`config.mk`:
```
export PLATFORM = sky130hd
export DESIGN_NAME = nkc_tri_mem
export DESIGN_NICKNAME = d
export VERILOG_FILES = /design/src/design/nucleotide_kmer_composition_counter_macros.svh /design/src/design/nkc_pkg.sv /design/src/design/nkc_tri_mem.sv
export SDC_FILE = /design/constraint.sdc
export NUM_CORES = 2
export LEC_CHECK = 0
export BUFFER_PORTS_ARGS = -buffer_cell sky130_fd_sc_hd__buf_2
export CAP_MARGIN = 15
export CORE_MARGIN = 2
export CORE_UTILIZATION = 55
export DETAILED_ROUTE_END_ITERATION = 12
export GPL_TIMING_DRIVEN = 1
export PLACE_DENSITY = 0.71
export REMOVE_ABC_BUFFERS = 1
export SYNTH_ARGS = -nofsm -noshare
export SYNTH_HDL_FRONTEND = slang
export SYNTH_SLANG_ARGS = --single-unit
```
`constraint.sdc`:
```
create_clock -name clock -period 5.2 [get_ports clock]
set_input_delay 1.04 -clock clock [delete_from_list [all_inputs] [get_ports clock]]
set_output_delay 1.04 -clock clock [all_outputs]
set_load 0.01 [all_outputs]
```
`src/design/nucleotide_kmer_composition_counter_macros.svh`:
```
// Assertion helpers shared by the RTL. Both expect signals named clock and reset
// in the scope where they are used.
`ifndef NUCLEOTIDE_KMER_COMPOSITION_COUNTER_MACROS_SVH
`define NUCLEOTIDE_KMER_COMPOSITION_COUNTER_MACROS_SVH

// Same-cycle implication.
`define NKC_ASSERT_NOW(label, ante, cons, msg) \
   label: assert property (@(posedge clock) disable iff (reset) (ante) |-> (cons)) \
      else $error(msg);

// Next-cycle implication.
`define NKC_ASSERT_NEXT(label, ante, cons, msg) \
   label: assert property (@(posedge clock) disable iff (reset) (ante) |=> (cons)) \
      else $error(msg);

`endif

```
`src/design/nkc_pkg.sv`:
```
package nkc_pkg;

   localparam int CHAR_BITS      = 8;
   localparam int IDX_BITS       = 7;
   localparam int OUT_BITS       = 48;
   localparam int CODE_BITS      = 2;
   localparam int CODE_LSB       = 1;
   localparam int MONO_DEPTH     = 4;
   localparam int DI_DEPTH       = 16;
   localparam int TRI_DEPTH      = 64;
   localparam int TOT_DEPTH      = 4;
   localparam int DI_ADDR_BITS   = 4;
   localparam int TRI_ADDR_BITS  = 6;
   localparam int TOT_ADDR_BITS  = 2;
   localparam int SUB_BITS       = 6;
   localparam int HIST_BITS      = 4;
   localparam int SEQ_POS_BITS   = 2;

   localparam logic [SEQ_POS_BITS-1:0] SEQ_POS_FIRST = 2'd0;
   localparam logic [SEQ_POS_BITS-1:0] SEQ_POS_MAX   = 2'd2;

   // counter_index map
   localparam logic [IDX_BITS-1:0] IDX_DI_LO  = 7'd4;
   localparam logic [IDX_BITS-1:0] IDX_TRI_LO = 7'd20;
   localparam logic [IDX_BITS-1:0] IDX_TOT_LO = 7'd84;
   localparam logic [IDX_BITS-1:0] IDX_END    = 7'd88;

   // position totals
   localparam logic [TOT_ADDR_BITS-1:0] TOT_MONO = 2'd0;
   localparam logic [TOT_ADDR_BITS-1:0] TOT_DI   = 2'd1;
   localparam logic [TOT_ADDR_BITS-1:0] TOT_TRI  = 2'd2;
   localparam logic [TOT_ADDR_BITS-1:0] TOT_SEQ  = 2'd3;

   typedef enum logic {
      REQ_BASE = 1'b0,
      REQ_READ = 1'b1
   } req_kind_type;

   typedef enum logic [2:0] {
      CAT_MONO,
      CAT_DI,
      CAT_TRI,
      CAT_TOTAL,
      CAT_NONE
   } cnt_cat_type;

   typedef struct packed {
      logic                     en;
      logic [TRI_ADDR_BITS-1:0] addr;
   } tri_wr_type;

endpackage

```
`src/design/nkc_tri_mem.sv`:
```
module nkc_tri_mem #(
   parameter int COUNT_BITS = 48
) (
   input  logic                                 clock,
   input  logic                                 reset,
   input  logic                                 rd_en,
   input  logic [nkc_pkg::TRI_ADDR_BITS-1:0]    rd_addr,
   input  nkc_pkg::tri_wr_type                  wr,
   input  logic [COUNT_BITS-1:0]                wr_data,
   output logic [COUNT_BITS-1:0]                rd_data
);
   import nkc_pkg::*;

   logic [COUNT_BITS-1:0] mem [TRI_DEPTH];
   logic [TRI_DEPTH-1:0]  valid_ff;
   logic [COUNT_BITS-1:0] rd_data_ff;

   always_ff @(posedge clock) begin
      if (wr.en) begin
         mem[wr.addr] <= wr_data;
      end
   end

   // entries never written since reset read as zero
   always_ff @(posedge clock) begin
      if (reset) begin
         valid_ff <= '0;
      end else if (wr.en) begin
         valid_ff[wr.addr] <= 1'b1;
      end
   end

   // write-to-read bypass keeps back-to-back updates of one entry exact
   always_ff @(posedge clock) begin
      if (rd_en) begin
         if (wr.en && (wr.addr == rd_addr)) begin
            rd_data_ff <= wr_data;
         end else if (valid_ff[rd_addr]) begin
            rd_data_ff <= mem[rd_addr];
         end else begin
            rd_data_ff <= '0;
         end
      end
   end

   assign rd_data = rd_data_ff;

endmodule
```
* Yosys cells after proc, flatten, opt, wreduce, memory -nomap -nowiden
Memories as Yosys holds them, arrays and structs flattened. Index checks and enable logic that the tools add are counted.
Storage, ports and cells: bits in registers 112, bits in writable memories 3072, input port bits 64, output and inout bits 48, word-level logic and storage cells 18, memories 1
Operators by class: magnitude comparators 3, equal/unequal tests 1, multiplexer cells 8, bitwise operators 1, reductions and logical operators 2
Memories:
- mem | depth 64, width 48, read ports 1, clocked after memory_dff 0, wr ports 1, RTL line nkc_tri_mem.sv:14 | logic [COUNT_BITS-1:0] mem [TRI_DEPTH];
Operators by type and width (count):
- 2-to-1 mux 48 bit | 2
- OR 64 bit | 1
- < comparator 6 x 7 -> 1 bit, second input constant | 2
- binary-select mux 1 bit (select 6 bit) | 1
- demux 1 bit (select 6 bit) | 1
- equality test 6 bit | 1
- >= comparator 6 x 1 -> 1 bit, second input constant | 1
- 2-to-1 mux 1 bit | 4
- logical AND 1 bit | 2

* Logic depth before layout (Yosys ltp)
depth after elaboration 5, depth in mapped cells 11

* Least setup slack after synthesis
OpenSTA, ideal clock, no wires.
path type input -> register, start in wr[6] (netlist name), end mem mem[40][0], enable pin, setup time 0.515 ns, arrival time 5.086 ns, path slack -0.401 ns, stages on the path 4, buffers on the path 1, cells stage by stage clkbuf_1 > nor2b_1 > nand3_1 > nor3_1
Between the ends: word-level cells in the longest chain between the ends 2
Ends and longest elaborated chain:
- from (decl) | RTL line nkc_tri_mem.sv:8 | input nkc_pkg::tri_wr_type wr,
- 2-to-1 mux 1 bit | RTL line nkc_tri_mem.sv:19 | if (wr.en) begin
- 2-to-1 mux 1 bit (not written as such) | RTL line nkc_tri_mem.sv:20 | mem[wr.addr] <= wr_data;
- to (decl) | RTL line nkc_tri_mem.sv:14
No other way between the ends.

* Final worst setup path
start in rd_addr[0] (netlist name), end reg rd_data_ff[36], in the netlist rd_data[36] (data pin)
Between the ends: word-level cells in the longest chain between the ends 4
Ends and longest elaborated chain:
- from (decl) | RTL line nkc_tri_mem.sv:7 | input logic [nkc_pkg::TRI_ADDR_BITS-1:0] rd_addr,
- binary-select mux 1 bit (select 6 bit) | RTL line nkc_tri_mem.sv:38 | end else if (valid_ff[rd_addr]) begin
- 2-to-1 mux 1 bit (not written as such) | RTL line nkc_tri_mem.sv:38
- 2-to-1 mux 48 bit | RTL line nkc_tri_mem.sv:38
- 2-to-1 mux 48 bit (*) | RTL line nkc_tri_mem.sv:36 | if (wr.en && (wr.addr == rd_addr)) begin
- to (signal assigned) | RTL line nkc_tri_mem.sv:37 | rd_data_ff <= wr_data;
- to (signal assigned) | RTL line nkc_tri_mem.sv:39 | rd_data_ff <= mem[rd_addr];
- to (decl) | RTL line nkc_tri_mem.sv:16 | logic [COUNT_BITS-1:0] rd_data_ff;
Mark *: on every way between the ends. The rest lies on a longest branch, timed or not. The select of a mux whose other input is x is not followed. A chain may end at the register's enable or synchronous reset.

==> impl_metrics.yaml <==
worst_setup_path:
  cp_required_ps: 5870
  critical_path_buf_inv_count: 2
  timing.critical_path.to_type: "register"
  ff2ff_setup_slack_ps: 2520
  cpPeakStageDelay_ps: 600
  path_max_fanout: 67
  worstSetupStartpointType: "input port"
  critical_path_class: "in -> reg"
  cp_data_arrival_time_ps: 4160
  timing.critical_path.slowest_stage_cell: "mux4_2"
  cp_cell_sequence: "buf_12 > buf_12 > mux4_2 > mux4_2 > nor2_1 > nor3_1 > a221o_1"
  critical-path-top-delay-family: "multiplexers"
sta:
  hold_viol_final: 0
  timing.max_slew.rel_slack_pct: 22.79
  finalMaxSlewViolations: 0
  fin_worst_skew_ps: 49.24
  holdWs_ps: 416.9
  timing.final.crit_share_pct: 67.00
  unrepaired_setup_endpoints_after_global_routing: "false"
  worst-slew-pin-transition_ps: 1158
  finalSetupViolCount: 0
  finalCriticalPeriod_ps: 3484
  fmaxAchievable_ghz: 0.2870
detailed_routing:
  vias: 59690
  initialDrtViolationCount: 9177
  drt_pass_1_iters: 6
  wirelength_um: 330700
  routedWlPerCell_um: 38.16
  post_drt_via_cell_ratio: 6.887
  drcViolationCount: 0
  detail-route-antenna-nets: 0
power:
  clock_power_share_pct: 41.4
  p_seq_share_pct: 53.9
  power.internal_w: 0.04189
  irDropWorstVdd_mv: 0.3234
  power_density_nw_per_um2: 383.4
  combinationalPowerShare_pct: 4.7
  leakage_nw: 43.27
  sw_pwr_w: 0.01088
  power.share.switching_pct: 20.62
grt:
  antenna_violations_before_repair: 21
  vias_in_the_first_global_route: 58330
  maximum_number_of_pins_on_one_net_before_global_route_repair: 119
  grt_pass1_wl_um: 458200
  gr-total-overflow: 0
  groute.usage.overall_pct: 29.61
cells_and_area:
  post_route_cells_drive_above_1_share_pct: 31.51
  net_count_of_the_finished_layout: 5527
  syn_to_final_growth_pct: 13.01
  utilization_pct: 62.59
  final.fill_count: 14360
die:
  floorplan.rows: 172
  chipWidth_um: 474.6
  die_y_um: 474.6
  io_pins: 112
  die_area_um2: 225300
  initial_utilization_pct: 55.39
  placeableCoreArea_um2: 219900
run:
  cap_violations: 0
synth:
  yosysUniqueCellTypes: 45
  asyncSetResetFlopFracSynth_pct: 0
  dominantRegCellSynth: "edfxtp_1"
  syn-instance-count: 5082
  mappedNetlistArea_um2: 121800
  ys_seq_area_share_pct: 77.96
  yosysWarnings: 0
  avgSynthCellArea_um2: 23.97
  post_synthesis_register_bit_count: 3184
  number_of_enable_flip_flop_cells_after_synthesis: 3120
min_path:
  worstHoldPathType: "in -> reg"
placed_design:
  detailedPlacementHpwl_um: 168900
  place.port_buffers: 111
  gp_congestion: 0.8018
clock_tree:
  cts_resized: 0
  clockBufferDepth: 4
  worst_setup_hold_path_clk_slew_ps: 60
  clkLatencyLatePin_ps: 940
  numCtsBuffers: 322
  ctsRootBufferMaster: "clkbuf_16"
  hold_buffers: 0
  ctsHtreeMaxLevel: 5
  tritoncts: "done"
  clock_sink_count: 3184
  cts_setup_buffers: 0
status:
  status: "finished, final reports clean"
-- logic make-up (layout without fill, tap and decap cells) --
logic type             Yosys count  after routing  share of synthesized area (%)
buffers and inverters          298            910                          1.121
multiplexers                  1142           1142                          18.71
flip-flops                    3184           3184                          77.96
other                            0             15                              0
AND/OR/NAND/NOR                280            280                         0.9809
AO/OA/AOI/OAI                  172            172                          1.180
XOR/XNOR                         6              6                        0.04314
-- cells in the mapped netlist, drive strengths merged, types with 12 or more instances --
cell / n / area, µm²
nor2b: 12 / 75.07
buf: 169 / 880.8
o21ba: 15 / 150.1
a221o: 36 / 360.4
a22oi: 16 / 120.1
mux2i: 203 / 2032
nand3: 12 / 60.06
o22ai: 16 / 100.1
clkbuf: 113 / 424.2
nand2b: 14 / 87.58
nor2: 175 / 656.9
a311oi: 34 / 297.8
mux2: 34 / 382.9
inv: 16 / 60.06
nand2: 40 / 150.1
mux4: 905 / 20380
edfxtp: 3120 / 93690
dfxtp: 64 / 1281
-- cells in the final DEF, fill, tap and decap left out, types with 11 or more instances in the layout --
cell type / count
o22ai_1: 16
dfxtp_1: 64
buf_4: 163
nand2b_1: 14
buf_2: 105
nor2_4: 61
bufinv_16: 20
mux4_2: 905
edfxtp_1: 3120
a311oi_1: 34
clkbuf_1: 62
mux2_2: 34
clkinv_2: 56
o21ba_2: 15
nand2_1: 40
a221o_1: 36
nand3_1: 11
diode_2: 15
mux2i_1: 203
nor2_1: 114
nor2b_1: 12
clkbuf_16: 326
clkinv_1: 69
buf_12: 67
a22oi_1: 15
inv_1: 16
-- sequential cells by signal, indices dropped and copies added, names as in the netlist --
register and cells:
rd_data 48, valid_ff 64, mem 3072
-- path summary, 6_finish.rpt --
path                start      endpoint  cells after the start
max reg2reg   valid_ff[6]    rd_data[0]                      7
max            rd_addr[0]   rd_data[36]                      7
min reg2reg  valid_ff[35]  valid_ff[35]                      2
min                 reset   valid_ff[1]                      2
-- stage by stage --
step / TNS (ps) / instances / setup slack, ps / total power, W / instance area, µm²
finish: 0 / 8667 / 1716 / 0.05278 / 137700
global route: 0 / 8657 / 1693 / 0.05407 / 137600
CTS: 0 / 8648 / 1731 / 0.05299 / 137500
detailed placement: 0 / 8093 / 824.9 / 0.03145 / 127800
global placement: 0 / 8092 / 816.3 / 0.03139 / 127800
floorplan: -20870 / 4800 / -160.1 / 0.03007 / 120500
-- routing by layer --
layer	share of wire (%)	global-route usage, %
met1	36	41.37
met2	48	46.55
met3	11	5.934
met4	4.5	11.82
met5	0.022	0
-- power groups by stage --
stage,combinational [W],clock [W],sequential (W)
6_report,0.00246,0.0219,0.0285
5_1_grt,0.00258,0.0230,0.0285
4_1_cts,0.00245,0.0221,0.0285
3_5_place_dp,0.00244,0,0.0290
2_1_floorplan,0.00110,0,0.0290
3_3_place_gp,0.00240,0,0.0290
-- final cells by class --
cell class | instances | area (µm²) | area share, %
inverters | 16 | 60.06 | 0.04363
flip-flops and latches | 3184 | 94970 | 68.99
multi-input cells | 1600 | 25990 | 18.88
clock buffers | 392 | 8446 | 6.135
well taps | 2958 | 3701 | 2.688
clock inverters | 163 | 1310 | 0.9516
diodes | 15 | 37.54 | 0.02727
repair buffers | 339 | 3149 | 2.288
(Power assumes the default switching activity.)
